File: config.mk
export PLATFORM = sky130hd
export DESIGN_NAME = dcb_front
export DESIGN_NICKNAME = d
export VERILOG_FILES = /design/src/rtl/dcb_pkg.sv /design/src/rtl/dcb_front.sv
export SDC_FILE = /design/constraint.sdc
export NUM_CORES = 1
export LEC_CHECK = 0
export ABC_AREA = 1
export BUFFER_PORTS_ARGS = -buffer_cell sky130_fd_sc_hd__buf_2
export CAP_MARGIN = 20
export CORE_ASPECT_RATIO = 1.1
export CORE_MARGIN = 8
export CORE_UTILIZATION = 45
export DETAILED_ROUTE_END_ITERATION = 10
export GPL_TIMING_DRIVEN = 0
export PLACE_DENSITY_LB_ADDON = 0.2
export SLEW_MARGIN = 15
export SYNTH_ARGS = -nofsm -noshare
export SYNTH_HDL_FRONTEND = slang
export SYNTH_SLANG_ARGS = --single-unit
File: constraint.sdc
create_clock -name clk -period 2 [get_ports clk]
set_clock_uncertainty 0.15 [all_clocks]
set_input_delay 0.4 -clock clk [delete_from_list [all_inputs] [get_ports clk]]
set_output_delay 0.4 -clock clk [all_outputs]
set_load 0.05 [all_outputs]
File: src/rtl/dcb_pkg.sv
package dcb_pkg;

  // default sizes
  localparam int MAX_LENGTH_DEF  = 64;
  localparam int SAMPLE_BITS_DEF = 16;

  // averager count in the long form
  localparam int NUM_STAGES = 4;

  // last averager index in each form
  localparam logic [1:0] STG_SHORT_LAST = 2'd1;
  localparam logic [1:0] STG_LONG_LAST  = 2'd3;

  // configuration port
  localparam int CFG_IDX_W  = 2;
  localparam int CFG_DATA_W = 7;

  localparam logic [CFG_IDX_W-1:0] REG_WINDOW_LENGTH = 2'd0;
  localparam logic [CFG_IDX_W-1:0] REG_LONG_MODE     = 2'd1;

  localparam logic [CFG_DATA_W-1:0] WINDOW_LENGTH_RST = 7'd32;
  localparam logic                  LONG_MODE_RST     = 1'b1;

  // back end sequencer
  typedef enum logic [2:0] {
    ST_IDLE,
    ST_ACC,
    ST_MUL,
    ST_DIV,
    ST_FIN
  } dcb_state_t;

  // control from the register block to the back end
  typedef struct packed {
    logic clear;
    logic long_mode;
  } dcb_ctrl_t;

endpackage

File: src/rtl/dcb_front.sv
module dcb_front #(
  parameter int SAMPLE_BITS = dcb_pkg::SAMPLE_BITS_DEF
) (
  input  logic                          clk,
  input  logic                          rst_n,
  input  logic                          in_valid,
  output logic                          in_stall,
  input  logic signed [SAMPLE_BITS-1:0] in_sample_in,
  output logic                          q_valid,
  output logic signed [SAMPLE_BITS-1:0] q_sample,
  input  logic                          q_pop
);

  // two-entry queue between the input channel and the back end
  logic signed [SAMPLE_BITS-1:0] q_mem [2];
  logic       wr_ptr_r, wr_ptr_nxt;
  logic       rd_ptr_r, rd_ptr_nxt;
  logic [1:0] cnt_r, cnt_nxt;
  logic       push;
  logic       pop;

  assign in_stall = (cnt_r == 2'd2);
  assign q_valid  = (cnt_r != 2'd0);
  assign q_sample = q_mem[rd_ptr_r];

  assign push = in_valid && !in_stall;
  assign pop  = q_pop && q_valid;

  // pointer and fill update
  always_comb begin
    wr_ptr_nxt = push ? !wr_ptr_r : wr_ptr_r;
    rd_ptr_nxt = pop ? !rd_ptr_r : rd_ptr_r;
    cnt_nxt    = cnt_r + 2'(push) - 2'(pop);
  end

  always_ff @(posedge clk) begin
    if (!rst_n) begin
      wr_ptr_r <= 1'b0;
      rd_ptr_r <= 1'b0;
      cnt_r    <= 2'd0;
    end else begin
      wr_ptr_r <= wr_ptr_nxt;
      rd_ptr_r <= rd_ptr_nxt;
      cnt_r    <= cnt_nxt;
    end
  end

  // queue storage
  always_ff @(posedge clk) begin
    if (push) begin
      q_mem[wr_ptr_r] <= in_sample_in;
    end
  end

endmodule

---- Word-level counts from Yosys, hierarchy flattened ----
Memory sizes are Yosys's and may differ from the RTL's. A register that Yosys moved wholly into a read port is not among the register bits.
Index checks and enable logic that the tools add are counted.
Widths: inputs -> output; s select.
storage, ports and cells
  register bits ........................... 4
  bits in latches ......................... 0
  bits in writable memories ............... 32
  memory bits (read-only) ................. 0
  input port bits ......................... 20
  output and inout bits ................... 18
  word-level logic and storage cells ...... 17
  memories kept ........................... 1
cells by class
  $add $sub $neg .......................... 2
  $mul .................................... 0
  divide/modulo/power cells ............... 0
  order comparisons ....................... 0
  equal/unequal tests ..................... 1
  shift-type cells ........................ 0
  mux-type cells .......................... 4
  bitwise operators ....................... 0
  reduce and logical (&&, ||, !) cells .... 6
memories
  name   depth  width  rd ports  clocked after Yosys merged registers in  wr ports  line             text
  q_mem  2      16     1         1                                        1         dcb_front.sv:15  logic signed [SAMPLE_BITS-1:0] q_mem [2];
operator list
  operator            count
  $mux 1              4
  $logic_not 1->1     3
  $add 2x1->2         1
  $eq 2x2->1 const B  1
  $logic_and 1x1->1   2
  $reduce_bool 2->1   1
  $sub 2x1->2         1

---- Longest topological paths before layout ----
Gate-level depths: netlist of the first run.
  depth in word-level cells ............... 5
  gate-level depth with buffers ........... 11
  depth with buffers taken out ............ 11

---- Worst setup path after synthesis of the first run ----
Ideal clock, no wire load.
  path kind ............................... reg2reg
  start ................................... reg cnt_r[0]
  end ..................................... mem q_mem[0][0] (netlist name), enable pin
  library setup time ...................... 388 ps
  arrival ................................. 1253 ps
  required time ........................... 1462 ps
  setup slack ............................. 209 ps
  stages on the path, launching flop included .. 5
  buffers on the path ..................... 0
  period minus slack after synthesis ...... 1791 ps
  path through ............................ dfxtp_1 > inv_1 > nand2_1 > nand2_1 > nor2_1
between the ends
  cells in the longest elaborated chain, start to end .. 5
ends and longest elaborated chain
  what                          line             text
  from (decl)                   dcb_front.sv:18  logic [1:0] cnt_r, cnt_nxt;
  from (signal assigned)        dcb_front.sv:44  cnt_r <= cnt_nxt;
  $eq 2x2->1                    dcb_front.sv:22  assign in_stall = (cnt_r == 2'd2);
  $logic_not 1->1               dcb_front.sv:26  assign push = in_valid && !in_stall;
  $logic_and 1x1->1             dcb_front.sv:26
  $mux 1                        dcb_front.sv:50  if (push) begin
  $mux 1 (not written as such)  dcb_front.sv:51  q_mem[wr_ptr_r] <= in_sample_in;
  to (decl)                     dcb_front.sv:15
No other way between the ends.

==> results of run 1 <==
==> power by group <==
group	leakage (nW)	internal [mW]	switching (mW)
clock	0.0326	0.173	0.224
combinational	0.398	0.418	0.703
sequential	0.341	0.985	0.0458
==> flip-flops by register name (all words and copies together) (netlist names), named ones only <==
| name | count |
|---|---|
| q_mem | 32 |
| cnt_r | 2 |
| rd_ptr_r | 1 |
| wr_ptr_r | 1 |
==> placed cells by master, fill, tap and decap left out <==
| cell type | n |
|---|---|
| sky130_fd_sc_hd__edfxtp_1 | 32 |
| sky130_fd_sc_hd__buf_2 | 27 |
| sky130_fd_sc_hd__mux2_4 | 10 |
| sky130_fd_sc_hd__buf_6 | 10 |
| sky130_fd_sc_hd__nand2_1 | 9 |
| sky130_fd_sc_hd__inv_1 | 8 |
| sky130_fd_sc_hd__nor2_1 | 7 |
| sky130_fd_sc_hd__mux2_2 | 6 |
| sky130_fd_sc_hd__clkbuf_4 | 5 |
| sky130_fd_sc_hd__dfxtp_1 | 4 |
| sky130_fd_sc_hd__nand3_1 | 3 |
| sky130_fd_sc_hd__a21oi_1 | 2 |
| sky130_fd_sc_hd__ha_1 | 2 |
| sky130_fd_sc_hd__clkbuf_1 | 2 |
| sky130_fd_sc_hd__buf_8 | 1 |
| sky130_fd_sc_hd__buf_12 | 1 |
| sky130_fd_sc_hd__nor2_2 | 1 |
| sky130_fd_sc_hd__dfxtp_2 | 1 |
| sky130_fd_sc_hd__clkbuf_8 | 1 |
| sky130_fd_sc_hd__clkbuf_16 | 1 |
==> worst min-delay path by stage <==
stage | end | from
3_3_place_gp | wr_ptr_r$_SDFFE_PN0N_ | wr_ptr_r$_SDFFE_PN0N_
3_5_place_dp | rd_ptr_r$_SDFFE_PN0P_ | rd_ptr_r$_SDFFE_PN0P_
6_report | q_mem[0][3]$_DFFE_PP_ | in_sample_in[3]
5_1_grt | q_mem[1][1]$_DFFE_PP_ | in_sample_in[1]
2_1_floorplan | flop | rd_ptr_r$_SDFFE_PN0P_
4_1_cts | q_mem[0][3]$_DFFE_PP_ | in_sample_in[3]
==> cells by family (layout without fill, tap and decap cells) <==
logic type | after synthesis | in the layout | share of synthesized area
simple gates | 20 | 20 | 0.0542
buf+inv | 10 | 56 | 0.0422
flops | 37 | 37 | 0.730
fa+ha+maj | 2 | 2 | 0.0172
compound gates | 2 | 2 | 0.00688
mux | 16 | 16 | 0.150
==> routing by layer <==
layer  routed length, µm  vias to the layer above
met3                 238                        6
met5                   0                        -
li1                    -                      401
met4                  63                        0
met2                1250                       29
met1                 872                      368
==> what timing repair did <==
| action | 4_1_cts | 5_1_grt |
|---|---|---|
| hold buffers | 0 | 0 |
| endpoints found under the setup margin | 10 | 10 |
| hold endpoints to repair | 0 | 0 |
| gates resized for setup | 20 | 2 |
| gates cloned | 0 | 1 |
==> metrics by stage <==
step                      instances  setup slack, ps
final                           167             39.2
after global placement          158             -224
after CTS                       166           -0.606
after detailed placement        158              179
after floorplan                  87              209
after global routing            167            -35.2
==> final cells by class <==
type / count / area (µm²) / area share
Inverter: 8 / 30.0 / 0.0164
Timing Repair Buffer: 38 / 273 / 0.149
Buffer: 2 / 35.0 / 0.0191
Clock buffer: 8 / 58.8 / 0.0320
Sequential cell: 37 / 1060 / 0.579
Tap cell: 34 / 42.5 / 0.0232
Multi-Input combinational cell: 40 / 334 / 0.182
==> worst max-delay path: stages (launching register included) <==
cell and delay, ps:
sky130_fd_sc_hd__dfxtp_2 340, sky130_fd_sc_hd__buf_8 140, sky130_fd_sc_hd__clkbuf_16 150, sky130_fd_sc_hd__mux2_4 300, sky130_fd_sc_hd__buf_6 150
==> results.md, run 1 <==
## Route
* 4.81 — ratio of routed vias to standard cells
* 15 — initial detailed-routing violation count
* 0 — remaining routing DRC violations
* 804 — via count
* 0 — ANT nets after route
* 2.43 mm — sum of routed wire length over all layers
* 14.5 µm — per-cell routed wire length
* 4 — count of TritonRoute iterations in the first routing pass

## STA
* 1960 ps — min Tclk post-route
* 0 ps — setup TNS after final layout
* 0 — hold violation count in the final report
* true — setup repair after global routing missed its margin
* 0 — Final Setup Violations
* 510 MHz — fmax
* 0.425 — worst max-slew margin expressed relative to the limit
* 0.980 — share of the clock period used by the worst path
* 0 — Max Transition Viols Final
* 861 ps — slew at the pin with the worst max-slew slack
* 90.7 ps — Final Hold Slack

## Floorplan
* 38 — I/O pins
* 0.473 — Starting Density
* 21 — number of core rows
* 70.2 µm — die span in x
* 75.6 µm — y dimension of the die
* 0.00531 mm² — area of the die
* 0.00307 mm² — area of the core region

## Final layout
* 26.2% — Layout Area Growth over Synthesis
* 255 — number of fill cells in the layout
* 0.481 — share of cells above drive strength 1
* 0 — antenna cells
* 0.597 — final standard cell utilization of the core
* 154 — fin nets
* 0.00184 mm² — Final Cell Area

## Logic synthesis
* sky130_fd_sc_hd__edfxtp_1 — ys flop type
* sky130_fd_sc_hd__edfxtp_1, sky130_fd_sc_hd__mux2_4, sky130_fd_sc_hd__nand2_1 — list of most frequent post-synthesis cells
* sky130_fd_sc_hd__edfxtp_1 — cell taking the most area after synthesis
* 32 — count of flip-flops with a built-in enable after synthesis
* 0.661 — Synth top area share
* 109 — net count after synthesis
* 0.00145 mm² — netlist area before placement
* 16.7 µm² — mean instance size in the synthesized netlist
* sky130_fd_sc_hd__edfxtp_1 — count leader, synth
* 12 — unique cell type count in the Yosys netlist
* 0.730 — sequential share of the synthesized area
* 37 — number of storage elements in the synthesis netlist
* 0 — Synthesis Warnings
* 0 — fraction of registers with async set or reset after synthesis
* 87 — synthesized netlist cell count
* sky130_fd_sc_hd__edfxtp_1, sky130_fd_sc_hd__mux2_4, sky130_fd_sc_hd__dfxtp_1 — Area contributors post-synth

## Setup path
* q_mem[0][6]$_DFFE_PP_ — end of the worst register-to-register path
* q_sample[5] — Setup crit end
* flop to primary output — kind of critical path
* flop — CP Launch Type
* primary output — kind of end point of the critical path
* 1410 ps — arrival time of the worst setup path
* 190 ps — internal reg-to-reg setup slack
* 8 — CP max FO
* 4 — number of cells on the worst reg-to-reg path
* 1450 ps — Data required, critical path
* cnt_r[0]$_SDFF_PN0_ — worst flop-to-flop path startpoint

## GRT
* 0 — initial antenna violation count
* 0 — final global-route overflow total
* 0.0677 — global-route met3 utilization
* 879 — number of global-route vias before repair
* 0.0993 — Overall Global Routing Usage
* 0.168 — met2 capacity usage during global routing
* 17 — largest net degree at the start of global routing
* met2 — most used routing layer
* 0.0867 — met1 usage
* 3.91 mm — wire length of the first global-routing pass

## Clock network
* built — TritonCTS clock tree
* 37 — Sink Count
* 110 ps — clock transition at the registers of the reported paths
* 2 — deepest level of the CTS H-tree
* 5 — CTS buffer count
* 0 — total setup buffers inserted after CTS
* sky130_fd_sc_hd__clkbuf_4 — cell chosen for the clock root
* 2 — buffer depth of the longest clock path
* 330 ps — clock insertion delay at the later pin of the skew report

## Placed design
* 0.00168 mm² — post-detailed-placement cell area
* 0.585 — final weighted congestion in routability-driven placement
* 37 — number of buffer cells added on primary ports
* 1.67 mm — detailed-placement wirelength estimate

## Status
* completed — result of the run

## Worst hold path
* 1 — number of cells traversed by the worst hold path
* input pin to flop — class of the tightest hold or removal check

## Power
* 2.55 mW — Tot Pwr
* 0.771 nW — leakage dissipation
* 1390 mW/mm² — power per standard cell area
* 947 µV — maximum ir drop on the vdd rail

## Flow run
* 0 — maxcap violations

Note: power is estimated with default switching activity, not from simulation.
==> run 2: changes to the inputs <==
PLACE_DENSITY = 0.75   (was not set)
PLACE_DENSITY_LB_ADDON = not set   (was 0.2)
==> results.md, run 2 (synthesis results as in run 1) <==
## GRT
* 0 — final global-route overflow total
* 0 — initial antenna violation count
* 17 — largest net degree at the start of global routing
* 0.101 — Overall Global Routing Usage
* 869 — number of global-route vias before repair
* 4.02 mm — wire length of the first global-routing pass

## Final layout
* 167 — Final Non-Filler Cells
* 0.606 — final standard cell utilization of the core
* sky130_fd_sc_hd__edfxtp_1, sky130_fd_sc_hd__buf_2, sky130_fd_sc_hd__mux2_4, sky130_fd_sc_hd__buf_6, sky130_fd_sc_hd__nand2_1 — top library cells by usage in the layout, fill and taps aside
* 32 — max FFs per register
* 28.1% — Layout Area Growth over Synthesis
* 0 — antenna cells
* 0.489 — share of cells above drive strength 1
* q_mem — Top reg by flops
* sky130_fd_sc_hd__edfxtp_1 — most common cell after layout, fill and taps aside
* q_mem (32), cnt_r (2) — largest registers
* 154 — fin nets

## Floorplan
* 75.6 µm — y dimension of the die
* 0.473 — Starting Density
* 38 — I/O pins
* 21 — number of core rows
* 0.00307 mm² — area of the core region
* 0.00531 mm² — area of the die
* 70.2 µm — die span in x

## Clock network
* 330 ps — clock insertion delay at the later pin of the skew report
* 37 — Sink Count
* 2 — deepest level of the CTS H-tree
* sky130_fd_sc_hd__clkbuf_4 — cell chosen for the clock root
* 2 — buffer depth of the longest clock path
* 0 — Post-CTS Hold Buffers
* 100 ps — clock transition at the registers of the reported paths
* 5 — CTS buffer count
* built — TritonCTS clock tree
* 0 — total setup buffers inserted after CTS

## Power
* 1.70 mW — Internal
* 1450 mW/mm² — power per standard cell area
* 0.383 — share of power burned in registers
* 904 µV — maximum ir drop on the vdd rail
* 0.368 — Switching Fraction
* 0.991 mW — total net switching power
* 0.197 — clock power share
* 0.784 nW — leakage dissipation
* 0.420 — combinational power share

## Route
* 14.6 µm — per-cell routed wire length
* 39 — initial detailed-routing violation count
* 0 — ANT nets after route
* 0 — remaining routing DRC violations
* 2.44 mm — sum of routed wire length over all layers
* 4.88 — ratio of routed vias to standard cells
* 815 — via count
* 4 — count of TritonRoute iterations in the first routing pass

## Status
* completed — result of the run

## STA
* 0 — Final Setup Violations
* 0.980 — share of the clock period used by the worst path
* 1960 ps — min Tclk post-route
* 0 — Max Transition Viols Final
* 0 — hold violation count in the final report
* 837 ps — slew at the pin with the worst max-slew slack
* 0.441 — worst max-slew margin expressed relative to the limit
* 510 MHz — fmax
* true — setup repair after global routing missed its margin

## Flow run
* 0 — maxcap violations

## Setup path
* flop to primary output — kind of critical path
* primary output — kind of end point of the critical path
* 1410 ps — arrival time of the worst setup path
* flop — CP Launch Type
* 8 — CP max FO
* 1450 ps — Data required, critical path

## Placed design
* 0.617 — final weighted congestion in routability-driven placement
* 158 — number of cells after detailed placement
* 1.71 mm — detailed-placement wirelength estimate
* 37 — number of buffer cells added on primary ports

## Worst hold path
* input pin to flop — class of the tightest hold or removal check

run 2: cell count changes in the layout (fill, tap and decap cells not counted):
| cell | previous run | this run |
|---|---|---|
| sky130_fd_sc_hd__bufinv_16 | 0 | 1 |
| sky130_fd_sc_hd__clkbuf_1 | 2 | 1 |
run 2: cell type report:
| class | count | area, µm² |
|---|---|---|
| plain buffers | 2 | 35.0 |
| clock buffers | 7 | 55.1 |
| clock inverters | 1 | 30.0 |
| fillers | 241 | 1210 |
| inverters | 8 | 30.0 |
| multi-input cells | 40 | 334 |
| flip-flops and latches | 37 | 1060 |
| well taps | 34 | 42.5 |
| repair buffers | 38 | 273 |
run 2: routing by layer:
layer	vias to the layer above	GRT usage	wire [µm]
met5	-	0	0
met4	0	0.0670	48
met3	4	0.0664	264
met2	36	0.158	1120
met1	373	0.0964	1000
li1	402	-	-
run 2: critical path, stage by stage, from the launching register on:
cell and delay, ps:
sky130_fd_sc_hd__dfxtp_2 340, sky130_fd_sc_hd__buf_8 130, sky130_fd_sc_hd__clkbuf_16 150, sky130_fd_sc_hd__mux2_4 300
sky130_fd_sc_hd__buf_6 150
run 2: stage by stage:
step                      area (µm²)  power [mW]  setup TNS, ps  hold slack [ps]  setup WS, ps
after detailed placement        1680        2.07              0              343           134
final                           1860        2.69              0             92.9          39.2
after CTS                       1830        2.69              0             74.6          4.22
after floorplan                 1450        1.86              0              317           209
after global placement          1680        2.04          -2970              337          -186
after global routing            1860        2.82          -89.7             61.7         -19.6
run 2: timing repair:
| item | in CTS | in global routing |
|---|---|---|
| gates resized for setup | 20 | 2 |
| cloned | 0 | 1 |
| setup endpoints to repair | 10 | 10 |
| pin swaps | 0 | 0 |
run 2: final timing paths:
check,start,endpoint,slack [ps],cells after the start
worst min register to register,rd_ptr_r$_SDFFE_PN0P_,rd_ptr_r$_SDFFE_PN0P_,360,2
worst min-delay path,in_sample_in[7],q_mem[1][7]$_DFFE_PP_,90,1
worst max-delay path,flop,q_sample[6],40,4
worst max register to register,cnt_r[0]$_SDFF_PN0_,q_mem[0][1]$_DFFE_PP_,170,4
run 2: power by group through the flow:
stage,sequential (mW),clock [mW],combinational [mW]
3_3_place_gp,1.04,0,1.00
2_1_floorplan,1.03,0,0.828
4_1_cts,1.03,0.547,1.11
6_report,1.03,0.530,1.13
5_1_grt,1.05,0.577,1.20
3_5_place_dp,1.05,0,1.02
==> run 3: changes to the inputs <==
CORE_UTILIZATION = 30   (was 45)
CTS_BUF_LIST = sky130_fd_sc_hd__clkbuf_2   (was not set)
CTS_CLUSTER_SIZE = 20   (was not set)
PLACE_DENSITY = 0.55   (was 0.75)
==> results.md, run 3 (synthesis results as in run 1) <==
## Status
* completed — result of the run

## STA
* 0 — Final Setup Violations
* 59.5 ps — Final Hold Slack
* true — setup repair after global routing missed its margin
* 664 ps — slew at the pin with the worst max-slew slack
* 0.557 — worst max-slew margin expressed relative to the limit
* 1990 ps — min Tclk post-route
* 0 — Max Transition Viols Final
* 0 — hold violation count in the final report
* 0.994 — share of the clock period used by the worst path
* 503 MHz — fmax

## Route
* 0 — ANT nets after route
* 2.88 mm — sum of routed wire length over all layers
* 46 — initial detailed-routing violation count
* 0 — remaining routing DRC violations
* 862 — via count
* 14.8 µm — per-cell routed wire length
* 4 — count of TritonRoute iterations in the first routing pass
* 4.44 — ratio of routed vias to standard cells

## GRT
* 0 — initial antenna violation count
* 0 — final global-route overflow total
* 17 — largest net degree at the start of global routing
* 0.0805 — Overall Global Routing Usage
* 936 — number of global-route vias before repair
* 4.37 mm — wire length of the first global-routing pass

## Worst hold path
* input pin to flop — class of the tightest hold or removal check
* in_sample_in[7] — start point of the worst hold path

## Clock network
* 2 — deepest level of the CTS H-tree
* built — TritonCTS clock tree
* sky130_fd_sc_hd__clkbuf_2 — cell chosen for the clock root
* 37 — Sink Count
* 5 — CTS buffer count
* 180 ps — clock transition at the registers of the reported paths
* 2 — buffer depth of the longest clock path
* 360 ps — clock insertion delay at the later pin of the skew report

## Setup path
* 4 — CP max FO
* flop to primary output — kind of critical path
* cnt_r[0]$_SDFF_PN0_ — worst flop-to-flop path startpoint
* flop — CP Launch Type
* 1450 ps — Data required, critical path
* primary output — kind of end point of the critical path
* 1440 ps — arrival time of the worst setup path

## Power
* 1.04 mW — total net switching power
* 1.62 mW — Internal
* 0.122 — clock power share
* 0.392 — Switching Fraction
* 0.388 — share of power burned in registers
* 0.841 nW — leakage dissipation
* 1340 mW/mm² — power per standard cell area
* 0.489 — combinational power share
* 795 µV — maximum ir drop on the vdd rail
* 2.66 mW — Tot Pwr

## Final layout
* 36.7% — Layout Area Growth over Synthesis
* 0.493 — share of cells above drive strength 1
* 32 — max FFs per register
* 0 — antenna cells
* q_mem — Top reg by flops
* 159 — fin nets
* q_mem (32), cnt_r (2) — largest registers
* sky130_fd_sc_hd__edfxtp_1 — most common cell after layout, fill and taps aside
* sky130_fd_sc_hd__edfxtp_1, sky130_fd_sc_hd__buf_2, sky130_fd_sc_hd__mux2_4, sky130_fd_sc_hd__buf_6, sky130_fd_sc_hd__nand2_1 — top library cells by usage in the layout, fill and taps aside
* 194 — Final Non-Filler Cells

## Flow run
* 0 — maxcap violations

## Floorplan
* 89.0 µm — y dimension of the die
* 0.00733 mm² — area of the die
* 38 — I/O pins
* 0.313 — Starting Density
* 82.4 µm — die span in x
* 0.00465 mm² — area of the core region
* 26 — number of core rows

## Placed design
* 2.01 mm — detailed-placement wirelength estimate
* 37 — number of buffer cells added on primary ports
* 0.685 — final weighted congestion in routability-driven placement
* 180 — number of cells after detailed placement

run 3: area by class of cell:
type / count / area, µm²
inverter: 8 / 30.0
multi-input combinational: 40 / 362
tap: 56 / 70.1
sequential: 37 / 1060
fill: 440 / 2670
clock buffer: 6 / 30.0
buffer: 2 / 31.3
timing repair buffer: 43 / 392
clock inverter: 2 / 10.0
run 3: power by group through the flow:
stage               logic (mW)  registers, mW  clock network (mW)
floorplan                0.828           1.03                   0
global placement          1.01           1.04                   0
detailed placement        1.03           1.05                   0
CTS                       1.30           1.03               0.345
global route              1.38           1.05               0.380
finish                    1.30           1.03               0.326
run 3: timing repair:
action | 4_1_cts | 5_1_grt
setup endpoints to repair | 12 | 32
hold buffers | 0 | 3
gates cloned | 1 | 0
hold endpoints to repair | 0 | 4
buffers inserted | 2 | 0
resized for setup | 48 | 2
run 3: metrics by stage:
step	TNS, ps	cell area [µm²]	worst slack [ps]	utilization
floorplan	0	1450	209	-
global route	-837	1990	-67.6	0.427
CTS	-230	1950	-28.3	0.419
global placement	-3970	1710	-249	0.367
detailed placement	0	1710	105	0.368
finish	0	1990	11.2	0.427
run 3: final timing paths:
path                                               to  cells past startpoint  slack [ps]
worst min register to register                   flop                      2         410
worst min-delay path            q_mem[0][7]$_DFFE_PP_                      1          60
worst max-delay path                      q_sample[4]                      4          10
worst max register to register    cnt_r[1]$_SDFF_PN0_                     10         250
run 3: worst max-delay path, cell delays in order, from the launching register on:
cell	delay, ps
sky130_fd_sc_hd__dfxtp_2	350
sky130_fd_sc_hd__buf_6	130
sky130_fd_sc_hd__buf_4	140
sky130_fd_sc_hd__mux2_4	310
sky130_fd_sc_hd__buf_8	150
run 3: metal layers:
layer,up-vias,global-route usage,share of wire
met2,31,0.140,0.51
met3,7,0.0392,0.085
li1,412,-,-
met5,-,0,0
met1,412,0.0822,0.40
met4,0,0.0240,0.012
